--- config.mk ---
export PLATFORM = sky130hd
export DESIGN_NAME = swing_step_duration_generator_core
export DESIGN_NICKNAME = d
export VERILOG_FILES = /design/src/design/ssdg_pkg.sv /design/src/design/swing_step_duration_generator_core.sv /design/src/design/ssdg_serial_mul.sv /design/src/design/ssdg_serial_div.sv
export VERILOG_INCLUDE_DIRS = /design/src /design/src/design
export SDC_FILE = /design/constraint.sdc
export NUM_CORES = 1
export LEC_CHECK = 0
export ABC_AREA = 1
export BUFFER_PORTS_ARGS = -buffer_cell sky130_fd_sc_hd__buf_2
export CAP_MARGIN = 0
export CORE_ASPECT_RATIO = 1.75
export CORE_MARGIN = 4
export CORE_UTILIZATION = 40
export DETAILED_ROUTE_END_ITERATION = 7
export GPL_TIMING_DRIVEN = 0
export SLEW_MARGIN = 10
export SYNTH_ARGS = -nofsm -noshare
export SYNTH_HDL_FRONTEND = slang
export SYNTH_SLANG_ARGS = --single-unit
--- constraint.sdc ---
create_clock -name clk -period 4.6 [get_ports clk]
set_input_delay 0.46 -clock clk [delete_from_list [all_inputs] [get_ports clk]]
set_output_delay 0.46 -clock clk [all_outputs]
set_load 0.02 [all_outputs]
--- src/design/swing_step_duration_generator_core_assert.svh ---
// ----------------------------------------------------------------------------
// swing step duration generator assertion macros
// shared concurrent assertion forms for the core
// ----------------------------------------------------------------------------
`ifndef SWING_STEP_DURATION_GENERATOR_CORE_ASSERT_SVH
`define SWING_STEP_DURATION_GENERATOR_CORE_ASSERT_SVH

// same-cycle implication, disabled in reset
`define SSDG_ASSERT_IMPL(label, clk, rst_n, ante, cons, msg) \
    label: assert property (@(posedge clk) disable iff (!rst_n) (ante) |-> (cons)) \
        else $error(msg);

// next-cycle implication, disabled in reset
`define SSDG_ASSERT_NEXT(label, clk, rst_n, ante, cons, msg) \
    label: assert property (@(posedge clk) disable iff (!rst_n) (ante) |=> (cons)) \
        else $error(msg);

`endif

--- src/design/ssdg_pkg.sv ---
// ----------------------------------------------------------------------------
// ssdg_pkg
// types and constants of the swing step duration generator
// ----------------------------------------------------------------------------
package ssdg_pkg;

    // field widths
    localparam int AUDIO_RATE_W  = 18;
    localparam int TEMPO_W       = 10;
    localparam int SPB_W         = 7;
    localparam int SWING_W       = 7;
    localparam int STEP_W        = 24;
    localparam int TOTAL_W       = 40;
    localparam int CFG_IDX_W     = 4;
    localparam int CFG_DATA_W    = 18;

    // datapath widths
    localparam int NUM_W   = 32;  // audio rate * 60 * weight plus carry
    localparam int DEN_W   = 22;  // tempo * spb * 50
    localparam int NUM_B_W = 13;  // 60 * weight
    localparam int DEN_B_W = 12;  // spb * 50

    // register indexes
    localparam logic [CFG_IDX_W-1:0] REG_AUDIO_RATE     = 4'd0;
    localparam logic [CFG_IDX_W-1:0] REG_TEMPO_BPM      = 4'd1;
    localparam logic [CFG_IDX_W-1:0] REG_STEPS_PER_BEAT = 4'd2;
    localparam logic [CFG_IDX_W-1:0] REG_SWING_PERCENT  = 4'd3;

    // reset values
    localparam logic [AUDIO_RATE_W-1:0]  AUDIO_RATE_RST  = 18'd48000;
    localparam logic [TEMPO_W-1:0]       TEMPO_RST       = 10'd120;
    localparam logic [SPB_W-1:0]         SPB_RST         = 7'd4;
    localparam logic [SWING_W-1:0]       SWING_RST       = 7'd50;

    // substitutes and limits
    localparam logic [TEMPO_W-1:0] TEMPO_DEFAULT = 10'd120;
    localparam logic [SPB_W-1:0]   SPB_DEFAULT   = 7'd4;
    localparam logic [SPB_W-1:0]   SPB_MAX       = 7'd64;
    localparam logic [SWING_W-1:0] SWING_MIN     = 7'd50;
    localparam logic [SWING_W-1:0] SWING_MAX     = 7'd75;
    localparam logic [SWING_W-1:0] SWING_FULL    = 7'd100;
    localparam logic [NUM_B_W-1:0] SECONDS_SCALE = 13'd60;

    typedef struct packed {
        logic step_is_odd;
        logic restart;
    } in_word_t;

    typedef struct packed {
        logic [STEP_W-1:0]  step_samples;
        logic [TOTAL_W-1:0] elapsed_samples;
    } out_word_t;

endpackage

--- src/design/swing_step_duration_generator_core.sv ---
// ----------------------------------------------------------------------------
// swing_step_duration_generator_core
// sequencer step length in samples with swing and remainder carry
// ----------------------------------------------------------------------------
//  channel   signals                          direction  word
//  in        in_valid  in_stall  in_word      to core    step_is_odd, restart
//  out       out_valid out_stall out_word     from core  step_samples, elapsed_samples
//  cfg       cfg_valid cfg_ready cfg_index    to core    register index and data
//            cfg_data
//
//  from accept to result word: the serial multipliers (13-bit
//  60*weight operand), divider start, the divider (a quotient bit each),
//  quotient latch, output load; the next step is taken only once the word
//  is loaded and the core is idle again; zero audio rate skips to the accumulate state
//  reset clears carry remainder, running total and config to defaults
//  a stalled output word holds; the next step runs and waits in the accumulate state
// ----------------------------------------------------------------------------
module swing_step_duration_generator_core (
    input  logic                                    clk,
    input  logic                                    rst_n,
    input  logic                                    in_valid,
    output logic                                    in_stall,
    input  ssdg_pkg::in_word_t                      in_word,
    output logic                                    out_valid,
    input  logic                                    out_stall,
    output ssdg_pkg::out_word_t                     out_word,
    input  logic                                    cfg_valid,
    output logic                                    cfg_ready,
    input  logic [ssdg_pkg::CFG_IDX_W-1:0]          cfg_index,
    input  logic [ssdg_pkg::CFG_DATA_W-1:0]         cfg_data
);
    import ssdg_pkg::*;

    // sequencer states
    localparam logic [1:0] S_IDLE = 2'd0;
    localparam logic [1:0] S_MUL  = 2'd1;
    localparam logic [1:0] S_DIV  = 2'd2;
    localparam logic [1:0] S_ACC  = 2'd3;

    // configuration registers
    logic [AUDIO_RATE_W-1:0]  audio_rate_reg, audio_rate_next;
    logic [TEMPO_W-1:0]       tempo_bpm_reg, tempo_bpm_next;
    logic [SPB_W-1:0]         spb_reg, spb_next;
    logic [SWING_W-1:0]       swing_reg, swing_next;

    // step state
    logic [1:0]               state_reg, state_next;
    logic [DEN_W-1:0]         carry_reg, carry_next;
    logic [TOTAL_W-1:0]       total_reg, total_next;
    logic [STEP_W-1:0]        step_reg, step_next;
    logic                     out_valid_reg, out_valid_next;
    out_word_t                out_word_reg, out_word_next;

    // effective settings
    logic [TEMPO_W-1:0]       tempo_eff;
    logic [SPB_W-1:0]         spb_eff;
    logic [SWING_W-1:0]       swing_clamped;
    logic [SWING_W-1:0]       weight;
    logic                     swing_on;
    logic [NUM_B_W-1:0]       num_b;
    logic [DEN_B_W-1:0]       den_b;

    // unit handshakes
    logic                     in_take;
    logic                     mul_start;
    logic                     div_start;
    logic                     num_busy, den_busy, div_busy;
    logic [NUM_W-1:0]         num_p;
    logic [DEN_W-1:0]         den_p;
    logic [NUM_W-1:0]         div_q;
    logic [DEN_W-1:0]         div_rem;
    logic                     out_free;
    logic [TOTAL_W:0]         total_sum;

    // tempo and steps per beat substitutes, swing clamp
    always_comb
    begin
        tempo_eff = (tempo_bpm_reg == '0) ? TEMPO_DEFAULT : tempo_bpm_reg;
        if (spb_reg == '0)
        begin
            spb_eff = SPB_DEFAULT;
        end
        else if (spb_reg > SPB_MAX)
        begin
            spb_eff = SPB_MAX;
        end
        else
        begin
            spb_eff = spb_reg;
        end
        if (swing_reg < SWING_MIN)
        begin
            swing_clamped = SWING_MIN;
        end
        else if (swing_reg > SWING_MAX)
        begin
            swing_clamped = SWING_MAX;
        end
        else
        begin
            swing_clamped = swing_reg;
        end
        swing_on = (swing_clamped != SWING_MIN) && (spb_eff >= SPB_W'(2));
        weight   = in_word.step_is_odd ? (SWING_FULL - swing_clamped) : swing_clamped;
    end

    // operands, swing: 60w = 64w - 4w, 50s = 32s + 16s + 2s; no swing: 60 and spb
    always_comb
    begin
        if (swing_on)
        begin
            num_b = (NUM_B_W'(weight) << 6) - (NUM_B_W'(weight) << 2);
            den_b = (DEN_B_W'(spb_eff) << 5) + (DEN_B_W'(spb_eff) << 4)
                  + (DEN_B_W'(spb_eff) << 1);
        end
        else
        begin
            num_b = SECONDS_SCALE;
            den_b = DEN_B_W'(spb_eff);
        end
    end

    assign in_take  = in_valid && !in_stall;
    assign out_free = !out_valid_reg || !out_stall;

    // numerator: audio rate * 60 * weight with swing, audio rate * 60 without
    ssdg_serial_mul #(
        .A_W (AUDIO_RATE_W),
        .B_W (NUM_B_W),
        .P_W (NUM_W)
    ) u_num_mul (
        .clk   (clk),
        .rst_n (rst_n),
        .start (mul_start),
        .a     (audio_rate_reg),
        .b     (num_b),
        .busy  (num_busy),
        .p     (num_p)
    );

    // denominator: tempo * spb, times 50 with swing
    ssdg_serial_mul #(
        .A_W (TEMPO_W),
        .B_W (DEN_B_W),
        .P_W (DEN_W)
    ) u_den_mul (
        .clk   (clk),
        .rst_n (rst_n),
        .start (mul_start),
        .a     (tempo_eff),
        .b     (den_b),
        .busy  (den_busy),
        .p     (den_p)
    );

    // the carried remainder rides on the numerator
    ssdg_serial_div #(
        .N_W (NUM_W),
        .D_W (DEN_W)
    ) u_div (
        .clk       (clk),
        .rst_n     (rst_n),
        .start     (div_start),
        .dividend  (num_p + NUM_W'(carry_reg)),
        .divisor   (den_p),
        .busy      (div_busy),
        .quotient  (div_q),
        .remainder (div_rem)
    );

    // running total with saturation at all ones
    assign total_sum = {1'b0, total_reg} + (TOTAL_W + 1)'(step_reg);

    always_comb
    begin
        state_next     = state_reg;
        carry_next     = carry_reg;
        total_next     = total_reg;
        step_next      = step_reg;
        out_valid_next = out_valid_reg;
        out_word_next  = out_word_reg;
        mul_start      = 1'b0;
        div_start      = 1'b0;

        if (out_valid_reg && !out_stall)
        begin
            out_valid_next = 1'b0;
        end

        case (state_reg)
            S_IDLE:
            begin
                if (in_take)
                begin
                    if (in_word.restart)
                    begin
                        carry_next = '0;
                        total_next = '0;
                    end
                    if (audio_rate_reg == '0)
                    begin
                        // zero rate: zero length, remainder kept
                        step_next  = '0;
                        state_next = S_ACC;
                    end
                    else
                    begin
                        mul_start  = 1'b1;
                        state_next = S_MUL;
                    end
                end
            end
            S_MUL:
            begin
                if (!num_busy && !den_busy)
                begin
                    div_start  = 1'b1;
                    state_next = S_DIV;
                end
            end
            S_DIV:
            begin
                if (!div_busy)
                begin
                    step_next  = (div_q[NUM_W-1:STEP_W] != '0) ? '1 : div_q[STEP_W-1:0];
                    carry_next = div_rem;
                    state_next = S_ACC;
                end
            end
            S_ACC:
            begin
                if (out_free)
                begin
                    total_next                    = total_sum[TOTAL_W] ? '1
                                                  : total_sum[TOTAL_W-1:0];
                    out_word_next.step_samples    = step_reg;
                    out_word_next.elapsed_samples = total_sum[TOTAL_W] ? '1
                                                  : total_sum[TOTAL_W-1:0];
                    out_valid_next                = 1'b1;
                    state_next                    = S_IDLE;
                end
            end
            default:
            begin
                state_next = S_IDLE;
            end
        endcase
    end

    // register writes, taken every cycle
    always_comb
    begin
        audio_rate_next  = audio_rate_reg;
        tempo_bpm_next   = tempo_bpm_reg;
        spb_next         = spb_reg;
        swing_next       = swing_reg;
        if (cfg_valid && cfg_ready)
        begin
            case (cfg_index)
                REG_AUDIO_RATE:     audio_rate_next  = cfg_data[AUDIO_RATE_W-1:0];
                REG_TEMPO_BPM:      tempo_bpm_next   = cfg_data[TEMPO_W-1:0];
                REG_STEPS_PER_BEAT: spb_next         = cfg_data[SPB_W-1:0];
                REG_SWING_PERCENT:  swing_next       = cfg_data[SWING_W-1:0];
                default:            ;
            endcase
        end
    end

    always_ff @(posedge clk or negedge rst_n)
    begin
        if (!rst_n)
        begin
            state_reg       <= S_IDLE;
            carry_reg       <= '0;
            total_reg       <= '0;
            out_valid_reg   <= 1'b0;
            audio_rate_reg  <= AUDIO_RATE_RST;
            tempo_bpm_reg   <= TEMPO_RST;
            spb_reg         <= SPB_RST;
            swing_reg       <= SWING_RST;
        end
        else
        begin
            state_reg       <= state_next;
            carry_reg       <= carry_next;
            total_reg       <= total_next;
            out_valid_reg   <= out_valid_next;
            audio_rate_reg  <= audio_rate_next;
            tempo_bpm_reg   <= tempo_bpm_next;
            spb_reg         <= spb_next;
            swing_reg       <= swing_next;
        end
    end

    always_ff @(posedge clk)
    begin
        step_reg     <= step_next;
        out_word_reg <= out_word_next;
    end

    assign in_stall  = (state_reg != S_IDLE);
    assign out_valid = out_valid_reg;
    assign out_word  = out_word_reg;
    assign cfg_ready = 1'b1;

    // assertions
    `include "swing_step_duration_generator_core_assert.svh"

    `SSDG_ASSERT_NEXT(a_accept_leaves_idle, clk, rst_n, in_take, state_reg != S_IDLE,
                      "accepted step did not start work")
    `SSDG_ASSERT_IMPL(a_div_only_in_div, clk, rst_n, div_busy, state_reg == S_DIV,
                      "divider running outside the divide state")
    `SSDG_ASSERT_IMPL(a_rem_below_den, clk, rst_n, (state_reg == S_DIV) && !div_busy,
                      div_rem < den_p, "division remainder not below denominator")
    `SSDG_ASSERT_IMPL(a_total_covers_step, clk, rst_n, out_valid_reg,
                      out_word_reg.elapsed_samples >= TOTAL_W'(out_word_reg.step_samples),
                      "running total below step length")

endmodule

--- src/design/ssdg_serial_mul.sv ---
// ----------------------------------------------------------------------------
// ssdg_serial_mul
// shift-and-add multiplier, one multiplier bit per cycle
// ----------------------------------------------------------------------------
module ssdg_serial_mul #(
    parameter int A_W = ssdg_pkg::AUDIO_RATE_W,
    parameter int B_W = ssdg_pkg::NUM_B_W,
    parameter int P_W = ssdg_pkg::NUM_W
) (
    input  logic           clk,
    input  logic           rst_n,
    input  logic           start,
    input  logic [A_W-1:0] a,
    input  logic [B_W-1:0] b,
    output logic           busy,
    output logic [P_W-1:0] p
);
    localparam int CNT_W = $clog2(B_W + 1);

    logic [P_W-1:0]   a_reg, a_next;
    logic [B_W-1:0]   b_reg, b_next;
    logic [P_W-1:0]   p_reg, p_next;
    logic [CNT_W-1:0] cnt_reg, cnt_next;
    logic             busy_reg, busy_next;

    always_comb
    begin
        a_next    = a_reg;
        b_next    = b_reg;
        p_next    = p_reg;
        cnt_next  = cnt_reg;
        busy_next = busy_reg;
        if (start)
        begin
            a_next    = P_W'(a);
            b_next    = b;
            p_next    = '0;
            cnt_next  = '0;
            busy_next = 1'b1;
        end
        else if (busy_reg)
        begin
            if (b_reg[0])
            begin
                p_next = p_reg + a_reg;
            end
            a_next   = a_reg << 1;
            b_next   = b_reg >> 1;
            cnt_next = cnt_reg + 1'b1;
            if (cnt_reg == CNT_W'(B_W - 1))
            begin
                busy_next = 1'b0;
            end
        end
    end

    always_ff @(posedge clk or negedge rst_n)
    begin
        if (!rst_n)
        begin
            cnt_reg  <= '0;
            busy_reg <= 1'b0;
        end
        else
        begin
            cnt_reg  <= cnt_next;
            busy_reg <= busy_next;
        end
    end

    always_ff @(posedge clk)
    begin
        a_reg <= a_next;
        b_reg <= b_next;
        p_reg <= p_next;
    end

    assign busy = busy_reg;
    assign p    = p_reg;

endmodule

--- src/design/ssdg_serial_div.sv ---
// ----------------------------------------------------------------------------
// ssdg_serial_div
// restoring divider, one quotient bit per cycle
// ----------------------------------------------------------------------------
module ssdg_serial_div #(
    parameter int N_W = ssdg_pkg::NUM_W,
    parameter int D_W = ssdg_pkg::DEN_W
) (
    input  logic           clk,
    input  logic           rst_n,
    input  logic           start,
    input  logic [N_W-1:0] dividend,
    input  logic [D_W-1:0] divisor,
    output logic           busy,
    output logic [N_W-1:0] quotient,
    output logic [D_W-1:0] remainder
);
    localparam int CNT_W = $clog2(N_W + 1);

    logic [N_W-1:0]   quo_reg, quo_next;
    logic [D_W-1:0]   rem_reg, rem_next;
    logic [D_W-1:0]   dsr_reg, dsr_next;
    logic [CNT_W-1:0] cnt_reg, cnt_next;
    logic             busy_reg, busy_next;
    logic [D_W:0]     shifted;
    logic [D_W+1:0]   diff;

    assign shifted = {rem_reg, quo_reg[N_W-1]};
    assign diff    = {1'b0, shifted} - {2'b00, dsr_reg};

    always_comb
    begin
        quo_next  = quo_reg;
        rem_next  = rem_reg;
        dsr_next  = dsr_reg;
        cnt_next  = cnt_reg;
        busy_next = busy_reg;
        if (start)
        begin
            quo_next  = dividend;
            rem_next  = '0;
            dsr_next  = divisor;
            cnt_next  = '0;
            busy_next = 1'b1;
        end
        else if (busy_reg)
        begin
            // no borrow: the divisor fits, take a one bit
            if (!diff[D_W+1])
            begin
                rem_next = diff[D_W-1:0];
                quo_next = {quo_reg[N_W-2:0], 1'b1};
            end
            else
            begin
                rem_next = shifted[D_W-1:0];
                quo_next = {quo_reg[N_W-2:0], 1'b0};
            end
            cnt_next = cnt_reg + 1'b1;
            if (cnt_reg == CNT_W'(N_W - 1))
            begin
                busy_next = 1'b0;
            end
        end
    end

    always_ff @(posedge clk or negedge rst_n)
    begin
        if (!rst_n)
        begin
            cnt_reg  <= '0;
            busy_reg <= 1'b0;
        end
        else
        begin
            cnt_reg  <= cnt_next;
            busy_reg <= busy_next;
        end
    end

    always_ff @(posedge clk)
    begin
        quo_reg <= quo_next;
        rem_reg <= rem_next;
        dsr_reg <= dsr_next;
    end

    assign busy      = busy_reg;
    assign quotient  = quo_reg;
    assign remainder = rem_reg;

endmodule
==> impl_metrics.csv, run 1 <==
group,metric,value,unit
clock_network,ctsRootBufferMaster,"clkbuf_16",
clock_network,clk_latency,0.58,ns
layout,largest_reg_flops,64,
layout,final_util,0.454,
grt,antenna_found_initial,0,
layout,layout_common_cells,"nand2_1 (706), inv_1 (339), o21ai_0 (248)",
status,status,"completed",
clock_network,clock-sinks,421,
drt,vias_per_cell,5.17,
synthesis,synthArstFlopShare,0.295,
worst_setup_path,cp.required,4.71,ns
layout,mostFrequentLayoutCell,"nand2_1",
sta,slew_headroom,0.207,
drt,ant_nets,0,
layout,fin_nets,3331,
sta,fin_crit_sh,0.887,
clock_network,clkTransAtPathRegs,0.06,ns
worst_setup_path,crit_chain,"nor4_1 > nand4_1 > nand3_1 > clkbuf_1 > buf_1 > nand2_1",
min_path,hold_class,"input pin to flop",
pwr,total_power,18.8,mW
pwr,ir_worst_vdd,382,uV
layout,layout-drive-gt1-share,0.0819,
worst_setup_path,worst_setup_path_start_kind,"flop",
min_path,hold_start,"cfg_data[17]",
pwr,p_leak,12.6,nW
synthesis,synth_seq_cells,421,
synthesis,syn_inst,2996,
grt,met3_usage,0.0226,
floorplanning,rows,119,
sta,maxSlewViolCount,0,
layout,n_antenna_cell,0,
grt,grt_overflow,0,
pwr,p_switching,8.21,mW
worst_setup_path,cp-end-kind,"flop",
grt,grt_start_max_net_pins,84,
worst_setup_path,critical_path.startpoint,"audio_rate_reg[14]",
pwr,powerDensity,685,nW/um2
pwr,pwr-share-seq,0.346,
synthesis,synthSimpleGateAreaFrac,0.219,
grt,grt_pass1_vias,20500,
synthesis,synth-adder-area-share,0.0855,
worst_setup_path,worstSetupPathType,"flop to flop",
grt,gr-max-usage-layer,"met2",
run,drv_cap,0,
clock_network,cts_tree,"built",
floorplanning,ios,96,
placed_design,place_congestion,0.977,
drt,initialDrtViolationCount,890,
synthesis,yosysWarnings,0,
worst_setup_path,cp_top_family,"simple AND/OR/NAND/NOR gates",
floorplanning,die_w,195,um
grt,use_met2,0.420,
drt,wire_per_inst,17.6,um
placed_design,portBuffers,94,
drt,vias,20500,
floorplanning,initial_utilization,0.404,
clock_network,cts_buffers,41,
grt,use_met1,0.202,
synthesis,synth-main-ff-cell,"edfxtp_1",
synthesis,synth-compound-area-share,0.144,
sta,rsz0062_at_grt,"no",
synthesis,synth_area,24400,um2
synthesis,avgSynthCellArea,8.13,um2
pwr,power_frac_clock,0.189,
worst_setup_path,max_stage_delay,0.75,ns
floorplanning,fp.coreArea,60300,um2
drt,routed_wl,69500,um
synthesis,synth_top_family_by_area,"simple AND/OR/NAND/NOR gates",
synthesis,synth.mux.area_fraction,0.00226,
floorplanning,die_h,334,um
clock_network,cts_buffer_depth,3,
synthesis,ys_types,62,
layout,area_delta_synth_final,12.4,%
layout,nFillCells,6107,
worst_setup_path,slowest_stage,"nand2_1",
drt,drc_errors,0,
placed_design,dpl.hpwl,55800,um
worst_setup_path,cp_num_buf_inv,2,
pwr,power_frac_comb,0.464,
synthesis,syn_nets,3186,
sta,period_needed,4.08,ns
grt,grt_usage,0.207,
synthesis,yosysSeqAreaShare,0.452,
sta,finalSetupViolCount,0,
clock_network,htree_levels,2,
sta,fmax,245,MHz
floorplanning,die_area,65000,um2
worst_setup_path,crit_arrival,4.19,ns
sta,tightest_slew,1.18,ns
sta,timing_hold_violations_final,0,
synthesis,synth_xor_area_frac,0.0291,
worst_setup_path,crit_fanout,22,
sta,finClkSkew,0.0372,ns
synthesis,synth_edf_count,195,
drt,dr.pass1.iters,6,
pwr,swShare,0.438,
grt,grt_first_pass_wirelength,108000,um
worst_setup_path,r2r_start,"audio_rate_reg[14]",
pwr,power.internal,10.5,mW
==> layout make-up <==
| type | count | area (um2) | share of cell area |
|---|---|---|---|
| multi-input combinational | 2149 | 11700 | 0.428 |
| timing repair buffer | 102 | 608 | 0.0222 |
| sequential | 421 | 11000 | 0.403 |
| clock inverter | 25 | 258 | 0.00942 |
| buffer | 81 | 339 | 0.0124 |
| tap | 786 | 983 | 0.0359 |
| clock buffer | 50 | 1140 | 0.0418 |
| inverter | 345 | 1290 | 0.0473 |
==> worst register-to-register path, stage by stage (launching register included) <==
cell,delay [ns]
dfrtp_1,0.40
nor4_1,0.37
nand4_1,0.44
nand3_1,0.52
clkbuf_1,0.53
buf_1,0.59
nand2_1,0.75
==> logic make-up (layout without fill, tap and decap cells) <==
family          after synthesis  after routing
compound gates              635            635
xor+xnor                     81             81
fa+ha+maj                   161            161
buf+inv                     426            603
flops                       421            421
mux                           5              5
other cells                   1              1
simple gates               1266           1266
==> cell usage after synthesis (8+ instances only) <==
| library cell | number | area, um2 |
|---|---|---|
| xnor2_1 | 29 | 254 |
| o21ai_0 | 248 | 1240 |
| nor2_1 | 241 | 905 |
| a21oi_1 | 246 | 1230 |
| edfxtp_1 | 195 | 5860 |
| fa_1 | 9 | 180 |
| nor3_1 | 42 | 210 |
| ha_1 | 152 | 1900 |
| xor2_1 | 52 | 455 |
| dfrtp_1 | 109 | 2730 |
| dfstp_2 | 15 | 394 |
| a31oi_1 | 11 | 68.8 |
| buf_2 | 9 | 45.0 |
| a21o_1 | 23 | 173 |
| o21ai_1 | 9 | 45.0 |
| nor4_1 | 15 | 93.8 |
| clkbuf_1 | 65 | 244 |
| a21boi_0 | 9 | 67.6 |
| inv_1 | 340 | 1280 |
| dfxtp_1 | 102 | 2040 |
| o21a_1 | 8 | 60.1 |
| nand2_1 | 707 | 2650 |
| o211ai_1 | 35 | 263 |
| nand2_2 | 11 | 68.8 |
| nand3_1 | 166 | 831 |
| o21bai_1 | 13 | 97.6 |
| nand3b_1 | 10 | 75.1 |
| nand4_1 | 32 | 200 |
| or2_2 | 23 | 144 |
==> per-layer routing <==
metal	vias to the layer above	wire, um
li1	10400	-
met1	9469	24600
met2	458	38700
met3	176	2220
met4	0	3980
met5	-	0
==> repair_timing <==
action,4_1_cts,5_1_grt
hold endpoints to repair,41,0
setup buffers,0,0
resized for setup,0,0
hold buffers,1,0
==> worst paths after layout <==
kind / to / slack, ns / cells after the start
worst max register to register: u_den_mul.b_reg[0] / 0.52 / 6
worst min-delay path: audio_rate_reg[17] / 0.11 / 2
worst max-delay path: u_den_mul.b_reg[0] / 0.52 / 6
worst min register to register: u_div.dsr_reg[14] / 0.47 / 0
min in group asynchronous: total_reg[6] / 0.41 / 2
max in group asynchronous: audio_rate_reg[15] / 3.37 / 3
==> metrics by stage <==
stage	area, um2	hold slack, ns	worst slack [ns]	instances	TNS, ns
6_report	27400	0.108	0.522	3959	0
5_1_grt	27400	0.0986	0.202	3959	0
4_1_cts	27400	0.0719	0.343	3959	0
3_5_place_dp	26000	0.437	0.375	3883	0
3_3_place_gp	25800	0.447	-0.452	3876	-28.27
2_1_floorplan	24400	0.164	0.803	2996	0
==> power groups by stage <==
stage / Sequential [mW] / Combinational, mW / Clock [mW]
floorplan: 6.44 / 6.19 / 0
global placement: 6.59 / 8.53 / 0
detailed placement: 6.57 / 8.67 / 0
CTS: 6.50 / 8.71 / 3.64
global route: 6.63 / 9.83 / 3.75
finish: 6.50 / 8.71 / 3.55
Note: power is estimated with default switching activity, not from simulation.
==> inputs of run 2 (changes only) <==
Settings changed: CELL_PAD_IN_SITES_DETAIL_PLACEMENT set to 1, CELL_PAD_IN_SITES_GLOBAL_PLACEMENT set to 1, CORE_UTILIZATION 40 to 48, GPL_TIMING_DRIVEN 0 to 1, PLACE_DENSITY_LB_ADDON set to 0.1.
==> run 2 against run 1 <==
  * Core utilization increased by 8.2 points
  * Power is 1.7% higher
  * Worst setup slack improved by 0.53 ns
  * Critical path depth grew 9
  * Register-to-register slack better by 0.53 ns
  * Die area shrank 16%
  * First-iteration DRC count increased by 2.0%
  * Global-route usage increased by 7.7 points
  * Cell area is 1.4% lower
  * Routed wire length increased by 11%
  * Largest cell class unchanged
  * Highest routed layer unchanged
==> impl_metrics.csv, run 2 (same netlist as run 1, synthesis figures left out) <==
group,metric,value,unit
min_path,min_path_cells,2,
floorplanning,die_area,54500,um2
sta,finClkSkew,0.0269,ns
drt,vias_per_cell,5.61,
sta,fmax,282,MHz
sta,timing_hold_violations_final,0,
layout,final_util,0.536,
sta,period_needed,3.54,ns
worst_setup_path,slowest_stage,"o21ai_0",
floorplanning,rows,109,
clock_network,ctsResizeCount,0,
pwr,ir_worst_vdd,362,uV
worst_setup_path,crit_top_cell,"inv_1",
placed_design,dp.cells,3701,
worst_setup_path,cp-end-kind,"flop",
floorplanning,fp.coreArea,50300,um2
placed_design,placedInstanceArea,25600,um2
run,drv_cap,0,
sta,setup_tns,0,ns
layout,layout_common_cells,"nand2_1 (707), inv_1 (339), o21ai_0 (248)",
drt,drc_errors,0,
clock_network,cts_tree,"built",
clock_network,clkTransAtPathRegs,0.07,ns
grt,grt_first_pass_wirelength,123000,um
clock_network,htree_levels,2,
min_path,hold_class,"input pin to flop",
status,status,"completed",
sta,finalSetupViolCount,0,
worst_setup_path,cp.required,4.93,ns
worst_setup_path,crit_arrival,3.87,ns
sta,setup_slack,1.06,ns
placed_design,place_ws,1.06,ns
sta,maxSlewViolCount,0,
drt,ant_nets,0,
layout,mostFrequentLayoutCell,"nand2_1",
floorplanning,die_w,178,um
clock_network,ctsRootBufferMaster,"clkbuf_16",
worst_setup_path,worst_setup_path_start_kind,"flop",
worst_setup_path,crit_fanout,6,
layout,layout-drive-gt1-share,0.0848,
layout,n_antenna_cell,0,
drt,dr.pass1.iters,5,
clock_network,post_cts_buffers,0,
layout,fin_nets,3271,
layout,area_delta_synth_final,10.8,%
placed_design,portBuffers,94,
layout,fin_cells,3781,
layout,largest_reg_flops,64,
clock_network,cts_buffer_depth,3,
grt,antenna_found_initial,0,
placed_design,place_congestion,0.945,
grt,grt_pass1_vias,23200,
worst_setup_path,max_stage_delay,0.66,ns
drt,initialDrtViolationCount,908,
pwr,total_power,19.1,mW
pwr,powerDensity,707,nW/um2
sta,tightest_slew,1.10,ns
clock_network,hold_buffers,1,
drt,vias,21200,
grt,grt_start_max_net_pins,57,
sta,whs,0.113,ns
grt,grt_overflow,0,
worst_setup_path,crit_chain,"nor4_1 > nand2_1 > inv_1 > o21ai_0 > fa_1 > inv_1 > ha_1 > a21o_1 > a31oi_1 > inv_1 > a21oi_1 > nor2_1 > nor2_1 > xor2_1 > a22o_1",
worst_setup_path,worstSetupPathType,"flop to flop",
drt,wire_per_inst,20.4,um
sta,slew_headroom,0.267,
grt,grt_usage,0.284,
floorplanning,die_h,306,um
worst_setup_path,cp_num_buf_inv,3,
clock_network,clock-sinks,421,
floorplanning,ios,96,
worst_setup_path,cp_top_family,"compound AO/OA/AOI/OAI gates",
placed_design,dpl.hpwl,60600,um
sta,rsz0062_at_grt,"no",
clock_network,clk_latency,0.58,ns
floorplanning,initial_utilization,0.484,
drt,routed_wl,77200,um
worst_setup_path,path_depth,15,
clock_network,cts_buffers,43,
pwr,p_leak,12.6,nW
sta,fin_crit_sh,0.771,
layout,fin_area,27000,um2
worst_setup_path,rr_worst_depth,15,
-- run 2: cell types whose count changed in the layout (fill, tap and decap cells not counted), sizes merged --
cell,delta
buf,+3
bufinv,-2
clkbuf,-53
clkinv,-3
clkinvlp,-1
inv,-2
-- run 2: final timing paths --
check | slack, ns | end | from
worst max-delay path | 1.06 | u_den_mul.b_reg[10] | spb_reg[2]
worst min-delay path | 0.11 | audio_rate_reg[14] | cfg_data[14]
worst max register to register | 1.06 | u_den_mul.b_reg[10] | spb_reg[2]
worst min register to register | 0.47 | out_word[43] | step_reg[3]
max in group asynchronous | 3.05 | u_num_mul.cnt_reg[2] | rst_n
min in group asynchronous | 0.43 | total_reg[33] | rst_n
-- run 2: power breakdown --
part | switching [mW] | internal, mW
combinational | 5.93 | 2.96
clock | 1.54 | 2.02
sequential | 1.05 | 5.57
-- run 2: cell type report --
type / count / area [um2]
well taps: 666 / 833
repair buffers: 121 / 682
flip-flops and latches: 421 / 11000
inverters: 345 / 1290
fillers: 6130 / 23300
clock inverters: 17 / 150
multi-input cells: 2149 / 11700
clock buffers: 62 / 1260
-- run 2: worst reg2reg max path, cell delays in order (launching register included) --
cell and delay (ns):
dfstp_2 0.54, nor4_1 0.06, nand2_1 0.08, inv_1 0.04
o21ai_0 0.66, fa_1 0.55, inv_1 0.08, ha_1 0.27
a21o_1 0.19, a31oi_1 0.22, inv_1 0.07, a21oi_1 0.13
nor2_1 0.05, nor2_1 0.11, xor2_1 0.08, a22o_1 0.17
-- run 2: routing by layer --
metal,part of all wire,GRT usage,vias to the layer above
met3,0.026,0.0263,210
met5,0,0,-
li1,-,-,10200
met4,0.067,0.158,0
met2,0.56,0.571,394
met1,0.34,0.274,10400
==> inputs of run 3 (changes only) <==
Settings changed: CORE_UTILIZATION 48 to 43.
Clock period 4.6 ns to 3.02 ns, I/O delays scaled along.
==> run 3 against run 2 <==
  * The run now ends with negative setup slack left
  * Global-route usage shrank 2.7 points
  * Flip-flop and latch count stayed put
  * First-iteration DRC count shrank 16%
  * Register-to-register slack lost 1.1 ns
  * Clock-buffer cell count fell by 10
  * Worst hold slack got worse by 0.083 ns
  * Largest power group unchanged
==> impl_metrics.csv, run 3 (same netlist as run 1, synthesis figures left out) <==
group,metric,value,unit
floorplanning,fp.coreArea,56100,um2
pwr,power.internal,17.1,mW
pwr,ir_worst_vdd,550,uV
min_path,hold_start,"cfg_data[8]",
layout,layout_common_cells,"nand2_1 (694), inv_1 (332), a21oi_1 (243)",
worst_setup_path,crit_chain,"nor4_4 > nand2_1 > nand2_2 > buf_6 > nand2_4 > fa_2 > inv_2 > ha_2 > a21o_1 > a31oi_4 > inv_2 > a21oi_2 > nor2_1 > nor2_1 > xor2_1 > a22o_1",
floorplanning,rows,115,
worst_setup_path,crit_arrival,3.42,ns
sta,finalSetupViolCount,2,
drt,wire_per_inst,20.1,um
sta,fmax,324,MHz
clock_network,cts_tree,"built",
worst_setup_path,crit_fanout,4,
floorplanning,die_area,60700,um2
pwr,powerDensity,1060,nW/um2
worst_setup_path,critical_path.startpoint,"spb_reg[0]",
worst_setup_path,max_stage_delay,0.61,ns
status,status,"complete, but fails checks",
floorplanning,initial_utilization,0.434,
drt,initialDrtViolationCount,763,
floorplanning,die_w,188,um
worst_setup_path,cp.required,3.35,ns
sta,period_needed,3.09,ns
sta,timing_hold_violations_final,0,
grt,grt_start_max_net_pins,76,
min_path,hold_class,"input pin to flop",
clock_network,htree_levels,2,
drt,routed_wl,79300,um
placed_design,portBuffers,94,
sta,fin_crit_sh,1.02,
sta,slew_headroom,0.447,
drt,vias,21500,
clock_network,cts_buffers,44,
pwr,p_leak,13.3,nW
layout,seqCellArea,11000,um2
sta,setup_tns,-0.0872,ns
placed_design,place_ws,-0.144,ns
sta,tightest_slew,0.830,ns
worst_setup_path,slowest_stage,"fa_2",
placed_design,dpl.hpwl,62200,um
worst_setup_path,worst_setup_path_start_kind,"flop",
clock_network,clock-sinks,421,
pwr,power_frac_clock,0.192,
worst_setup_path,cp_num_buf_inv,3,
worst_setup_path,cp-end-kind,"flop",
worst_setup_path,worstSetupPathType,"flop to flop",
drt,ant_nets,0,
sta,setup_slack,-0.0711,ns
drt,drc_errors,0,
pwr,power_frac_comb,0.480,
clock_network,clk_latency,0.57,ns
floorplanning,ios,96,
drt,vias_per_cell,5.45,
sta,rsz0062_at_grt,"yes",
worst_setup_path,r2r_start,"spb_reg[0]",
sta,whs,0.0308,ns
sta,finClkSkew,0.0156,ns
layout,area_delta_synth_final,17.0,%
layout,multiInputGateArea,12000,um2
grt,grt_pass1_vias,23500,
pwr,swShare,0.437,
clock_network,clkTransAtPathRegs,0.06,ns
worst_setup_path,cp_top_family,"adder cells",
clock_network,ctsRootBufferMaster,"clkbuf_16",
layout,mostFrequentLayoutCell,"nand2_1",
layout,fin_nets,3393,
placed_design,place_congestion,0.910,
drt,dr.pass1.iters,5,
grt,grt_overflow,0,
clock_network,cts_buffer_depth,3,
grt,grt_first_pass_wirelength,125000,um
grt,grt_usage,0.257,
sta,maxSlewViolCount,0,
layout,layout-drive-gt1-share,0.132,
pwr,pwr-share-seq,0.328,
worst_setup_path,rr_worst_depth,16,
layout,final_util,0.508,
status,failed_checks,"negative setup slack",
min_path,min_path_cells,3,
layout,nFillCells,6869,
grt,antenna_found_initial,0,
worst_setup_path,path_depth,16,
layout,largest_reg_flops,64,
run,drv_cap,0,
floorplanning,die_h,323,um
pwr,p_switching,13.3,mW
layout,n_antenna_cell,0,
run 3: changes by cell type in the layout (fill, tap and decap cells not counted), moves of 7 or more:
cell	before	now
inv_1	339	332
o21ai_0	248	240
buf_4	26	122
buf_12	0	13
inv_2	3	10
dlygate4sd3_1	1	10
nand2_1	707	694
nand2_2	11	22
run 3: layout make-up:
class	count	area share
multi-input cells	2149	0.420
flip-flops and latches	421	0.387
repair buffers	242	0.0637
inverters	345	0.0454
clock buffers	52	0.0411
well taps	702	0.0308
clock inverters	30	0.0123
run 3: what timing repair did:
action                     in CTS  in global routing
hold endpoints to repair       66                  0
pin swaps                      13                 18
resized for setup              23                 45
setup endpoints to repair      21                 51
cloned                          0                  2
hold buffers                   10                  0
buffers inserted                6                 14
run 3: worst reg2reg max path, stage by stage, from the launching register on:
cell and delay, ns:
dfrtp_1 0.41, nor4_4 0.27, nand2_1 0.11, nand2_2 0.13, buf_6 0.12, nand2_4 0.06, fa_2 0.61, inv_2 0.04
ha_2 0.16, a21o_1 0.20, a31oi_4 0.16, inv_2 0.05, a21oi_2 0.10, nor2_1 0.05, nor2_1 0.12, xor2_1 0.08
a22o_1 0.17
run 3: worst paths after layout:
kind,to,slack (ns)
worst max-delay path,u_den_mul.b_reg[10],-0.07
worst min-delay path,audio_rate_reg[8],0.03
worst max register to register,u_den_mul.b_reg[10],-0.07
worst min register to register,out_word[52],0.46
max in group asynchronous,carry_reg[0],1.87
min in group asynchronous,total_reg[32],0.35
run 3: layer usage:
metal | vias to the layer above | global-route usage | routed length, um
li1 | 10500 | - | -
met1 | 10400 | 0.245 | 27100
met2 | 364 | 0.530 | 45300
met3 | 188 | 0.0220 | 1760
met5 | - | 0 | 0
met4 | 0 | 0.142 | 5200
run 3: power groups by stage:
stage | combinational, mW | clock (mW) | sequential (mW)
6_report | 14.6 | 5.83 | 9.96
5_1_grt | 16.4 | 6.21 | 10.2
4_1_cts | 14.5 | 5.97 | 9.98
3_5_place_dp | 14.3 | 0 | 10.1
3_3_place_gp | 13.8 | 0 | 9.98
2_1_floorplan | 9.43 | 0 | 9.79
run 3: through the flow:
stage	cells	cell area [um2]	power [mW]
floorplan	2996	24400	19.2
global placement	3827	26400	23.8
detailed placement	3827	26400	24.3
CTS	3925	28200	30.4
global route	3941	28500	32.8
finish	3941	28500	30.3
